$ cat src/rtl/kea_pkg.sv
// Package for the key edge and auto-repeat block.
// Holds the payload structs, configuration register codes and reset values.
// No dependencies.
package kea_pkg;

    localparam int CFG_INDEX_W = 2;
    localparam int CFG_DATA_W  = 16;

    localparam logic [CFG_INDEX_W-1:0] REG_REPEAT_DELAY    = 2'd0;
    localparam logic [CFG_INDEX_W-1:0] REG_REPEAT_INTERVAL = 2'd1;

    localparam logic [15:0] REPEAT_DELAY_RESET    = 16'd30;
    localparam logic [7:0]  REPEAT_INTERVAL_RESET = 8'd4;

    typedef struct packed {
        logic [7:0] key_index;
        logic [7:0] key_value;
    } kea_in_t;

    typedef struct packed {
        logic [7:0] key_echo;
        logic [7:0] press_edge;
        logic [7:0] release_edge;
        logic [7:0] repeat_pulse;
    } kea_out_t;

    typedef struct packed {
        logic busy;
        logic done;
        logic rem_zero;
    } kea_rem_stat_t;

endpackage

$ cat src/rtl/kea_rem.sv
// Iterative remainder unit: one restoring shift-subtract step per cycle.
// Reports whether the dividend is a multiple of an 8-bit nonzero divisor.
// Depends on kea_pkg.
module kea_rem #(
    parameter int COUNT_WIDTH = 16
) (
    input  logic                      clk,
    input  logic                      rst_n,
    input  logic                      start,
    input  logic [COUNT_WIDTH-1:0]    dividend,
    input  logic [7:0]                divisor,
    output kea_pkg::kea_rem_stat_t    stat
);
    import kea_pkg::*;

    localparam int CNT_W = $clog2(COUNT_WIDTH + 1);

    logic [COUNT_WIDTH-1:0] quo_reg, quo_next;
    logic [7:0]             rem_reg, rem_next;
    logic [7:0]             div_reg, div_next;
    logic [CNT_W-1:0]       cnt_reg, cnt_next;
    logic                   busy_reg, busy_next;
    logic                   done_reg, done_next;
    logic [8:0]             trial;

    assign trial = {rem_reg, quo_reg[COUNT_WIDTH-1]};

    always_comb
    begin
        quo_next  = quo_reg;
        rem_next  = rem_reg;
        div_next  = div_reg;
        cnt_next  = cnt_reg;
        busy_next = busy_reg;
        done_next = 1'b0;
        if (start)
        begin
            quo_next  = dividend;
            rem_next  = 8'd0;
            div_next  = divisor;
            cnt_next  = CNT_W'(COUNT_WIDTH);
            busy_next = 1'b1;
        end
        else if (busy_reg)
        begin
            quo_next = quo_reg << 1;
            if (trial >= {1'b0, div_reg})
            begin
                rem_next = 8'(trial - {1'b0, div_reg});
            end
            else
            begin
                rem_next = trial[7:0];
            end
            cnt_next = cnt_reg - 1'b1;
            if (cnt_reg == CNT_W'(1))
            begin
                busy_next = 1'b0;
                done_next = 1'b1;
            end
        end
    end

    always_ff @(posedge clk or negedge rst_n)
    begin
        if (!rst_n)
        begin
            busy_reg <= 1'b0;
            done_reg <= 1'b0;
            cnt_reg  <= '0;
        end
        else
        begin
            busy_reg <= busy_next;
            done_reg <= done_next;
            cnt_reg  <= cnt_next;
        end
    end

    always_ff @(posedge clk)
    begin
        quo_reg <= quo_next;
        rem_reg <= rem_next;
        div_reg <= div_next;
    end

    assign stat.busy     = busy_reg;
    assign stat.done     = done_reg;
    assign stat.rem_zero = (rem_reg == 8'd0);

endmodule

$ cat config.mk
export PLATFORM = sky130hd
export DESIGN_NAME = kea_rem
export DESIGN_NICKNAME = d
export VERILOG_FILES = /design/src/rtl/kea_pkg.sv /design/src/rtl/kea_rem.sv
export SDC_FILE = /design/constraint.sdc
export NUM_CORES = 1
export LEC_CHECK = 0
export ABC_CLOCK_PERIOD_IN_PS = 3200
export BUFFER_PORTS_ARGS = -buffer_cell sky130_fd_sc_hd__buf_2
export CAP_MARGIN = 20
export CORE_UTILIZATION = 60
export DETAILED_ROUTE_END_ITERATION = 6
export PLACE_DENSITY = 0.94
export REMOVE_ABC_BUFFERS = 1
export SYNTH_ARGS = -nofsm -noshare
export SYNTH_HDL_FRONTEND = slang
export SYNTH_SLANG_ARGS = --single-unit
$ cat constraint.sdc
create_clock -name clk -period 3.2 [get_ports clk]
set_clock_uncertainty 0.1 [all_clocks]
set_input_delay 0.64 -clock clk [delete_from_list [all_inputs] [get_ports clk]]
set_output_delay 0.64 -clock clk [all_outputs]
set_load 0.05 [all_outputs]
==> flow_summary.json <==
{
  "status": "complete, no violations",
  "area_growth_pct": 11.4,
  "setup_viol": 0,
  "yosys.cell_types.count": 41,
  "port-buffer-count": 29,
  "ant_nets": 0,
  "syn_area_per_cell_um2": 11.7,
  "dp_slack_ps": 1020,
  "p_int_mw": 1.05,
  "vias": 1385,
  "rows": 20,
  "grt_use_total_pct": 24.5,
  "hp-start": "divisor[5]",
  "fin_nets": 239,
  "tightest_slew_ps": 586,
  "synth-async-reset-ratio_pct": 17.9,
  "numCtsBuffers": 5,
  "fp.dieH_um": 59.5,
  "die_w_um": 59.5,
  "whs_ps": 367,
  "total_leakage_power_nw": 0.939,
  "period_share_pct": 73.4,
  "synth_edf_count": 24,
  "viasPerCell": 5.63,
  "worst_ir_drop_vdd_mv": 0.458,
  "cts_htree_levels": 2,
  "synth_flop_cell": "edfxtp_1",
  "worstPathRequired_ps": 2460,
  "gr-total-overflow": 0,
  "dp_hpwl_um": 2770,
  "crit_type": "reg -> out",
  "placed_cells": 237,
  "pwr-share-seq_pct": 43.0,
  "initial_utilization_pct": 63.9,
  "ys_seq_area_share_pct": 53.3,
  "grt_max_degree": 34,
  "cts_tree": "done",
  "syn_area_mm2": 0.00198,
  "setup_ws_ps": 851,
  "rrSetupSlack_ps": 980,
  "dr.first_iter.drc_count": 81,
  "wire_per_inst_um": 14.9,
  "rsz0062_at_grt": "false",
  "finalSetupTns_ps": 0,
  "max-cap-violations": 0,
  "diodes": 0,
  "dieArea_mm2": 0.00354,
  "reg2reg_from": "rem_reg[3]",
  "cts-root-buf": "clkbuf_4",
  "p_switching_mw": 0.677,
  "ys_ff_latch": 39,
  "finalWeightedCongestion": 0.981,
  "first_pass_iters": 4,
  "grt_pass1_vias": 1370,
  "p_sw_share_pct": 39.2,
  "hold_class": "in -> reg",
  "p_per_area_mw_per_mm2": 783,
  "arrival_ps": 1610,
  "core_mm2": 0.00310,
  "seqCellArea_mm2": 0.00106,
  "insertion_delay_ps": 340,
  "n_fill_cell": 233,
  "postSynthCellCount": 170,
  "timing.fmax_mhz": 426,
  "clock-sinks": 39,
  "ys.warnings.count": 0,
  "power.total_mw": 1.73,
  "cts.path.max_buffers": 2,
  "ios": 30,
  "grt_pass1_wl_um": 6200,
  "layout_min_cycle_time_ps": 2350,
  "clkPwrFrac_pct": 13.7,
  "drive_above_1_share_pct": 27.2,
  "final_hold_viol_count": 0,
  "endpoint_kind": "output port",
  "largest_register_ffs": 16,
  "stdcell_count": 246,
  "drv_slew": 0,
  "slew_headroom_pct": 60.9,
  "cp-startpoint": "rem_reg[5]",
  "path_clk_slew_ps": 110,
  "critical_path.max_fanout": 4,
  "multi_input_area_um2": 832,
  "worstSetupStartpointType": "flip-flop",
  "antenna_found_initial": 0,
  "p_comb_share_pct": 43.3,
  "route.detailed.drc": 0,
  "wl_um": 3670
}
## layer usage
| metal | global-route usage (%) | vias to the layer above | part of all wire, % |
|---|---|---|---|
| li1 | - | 671 | - |
| met1 | 30.0 | 659 | 42 |
| met2 | 41.4 | 49 | 52 |
| met3 | 6.77 | 6 | 5.0 |
| met4 | 8.50 | 0 | 1.3 |
| met5 | 0 | - | 0 |
## cells in the final DEF (no fill, tap or decap), drive strengths merged
cell type | synthesis | routed
o31a | 2 | 2
ha | 10 | 10
or4b | 1 | 1
o211ai | 1 | 1
nor4b | 1 | 1
a32oi | 1 | 1
nor2b | 2 | 2
o221ai | 1 | 1
or4 | 2 | 2
xnor2 | 5 | 5
fa | 1 | 1
nand3 | 1 | 1
o21a | 3 | 3
a21oi | 11 | 11
nor3 | 3 | 3
edfxtp | 24 | 24
a32o | 1 | 1
dfrtp | 7 | 7
o31ai | 1 | 1
dlygate4sd3 | 0 | 1
o21ai | 7 | 7
mux2i | 1 | 1
nor2 | 17 | 17
and2 | 1 | 1
a211oi | 5 | 5
nand2b | 5 | 5
clkbuf | 3 | 8
and2b | 1 | 1
a22o | 1 | 1
dfxtp | 8 | 8
a21o | 1 | 1
mux2 | 15 | 15
buf | 4 | 30
xor2 | 1 | 1
inv | 14 | 14
nand2 | 8 | 8
## power groups by stage
stage,Combinational (mW),Clock (mW),Sequential [mW]
final,0.748,0.237,0.743
after global routing,0.823,0.265,0.757
after CTS,0.746,0.240,0.742
after detailed placement,0.740,0,0.752
after global placement,0.691,0,0.741
after floorplan,0.574,0,0.727
## cell type report
cell class / instances / area share, %
multi-input combinational: 110 / 37.7
tap: 44 / 2.49
sequential: 39 / 47.8
timing repair buffer: 31 / 7.37
clock buffer: 8 / 2.21
inverter: 14 / 2.38
## path summary, 6_finish.rpt
| kind | end | cells past startpoint |
|---|---|---|
| worst max-delay path | stat[0] | 3 |
| worst min-delay path | div_reg[5] | 1 |
| worst max register to register | rem_reg[7] | 6 |
| worst min register to register | rem_reg[7] | 1 |
| max in group asynchronous | cnt_reg[2] | 2 |
| min in group asynchronous | cnt_reg[4] | 2 |
## synthesized netlist by cell type, types with 2 or more instances
master	number	area [um2]
edfxtp_1	24	721
nor2_1	17	63.8
mux2_2	15	169
inv_1	14	52.6
a21oi_1	10	50.1
ha_1	10	125
dfxtp_1	8	160
nand2_1	8	30.0
dfrtp_1	7	175
a211oi_1	5	37.5
nand2b_1	5	31.3
o21ai_0	5	25.0
xnor2_1	5	43.8
clkbuf_1	3	11.3
nor3_1	3	15.0
o21a_1	3	22.5
buf_4	2	15.0
o31a_1	2	17.5
or4_1	2	15.0
## stage by stage
| stage | cell area (um2) | util [%] |
|---|---|---|
| finish | 2210 | 71.1 |
| global route | 2210 | 71.1 |
| CTS | 2200 | 70.8 |
| detailed placement | 2150 | 69.2 |
| global placement | 2150 | 69.2 |
| floorplan | 1940 | - |
## critical path: stages, from the launching register on
cell,delay [ps]
dfxtp_1,360
or4_1,530
nor2_1,120
buf_2,270
## cells by family (layout without fill, tap and decap cells)
logic type | Yosys count | count (layout) | share of synthesized area (%)
adder cells (fa/ha/maj) | 11 | 11 | 7.32
XOR/XNOR | 6 | 6 | 2.65
AO/OA/AOI/OAI | 35 | 35 | 12.2
buffers and inverters | 21 | 53 | 4.73
flip-flops | 39 | 39 | 53.3
multiplexers | 16 | 16 | 9.03
AND/OR/NAND/NOR | 42 | 42 | 10.8
## repair_timing
item                      in CTS  in global routing
gates resized for setup        0                  0
hold buffers                   0                  1
setup buffers                  0                  0
hold endpoints to repair       0                  3
(Power assumes the default switching activity.)
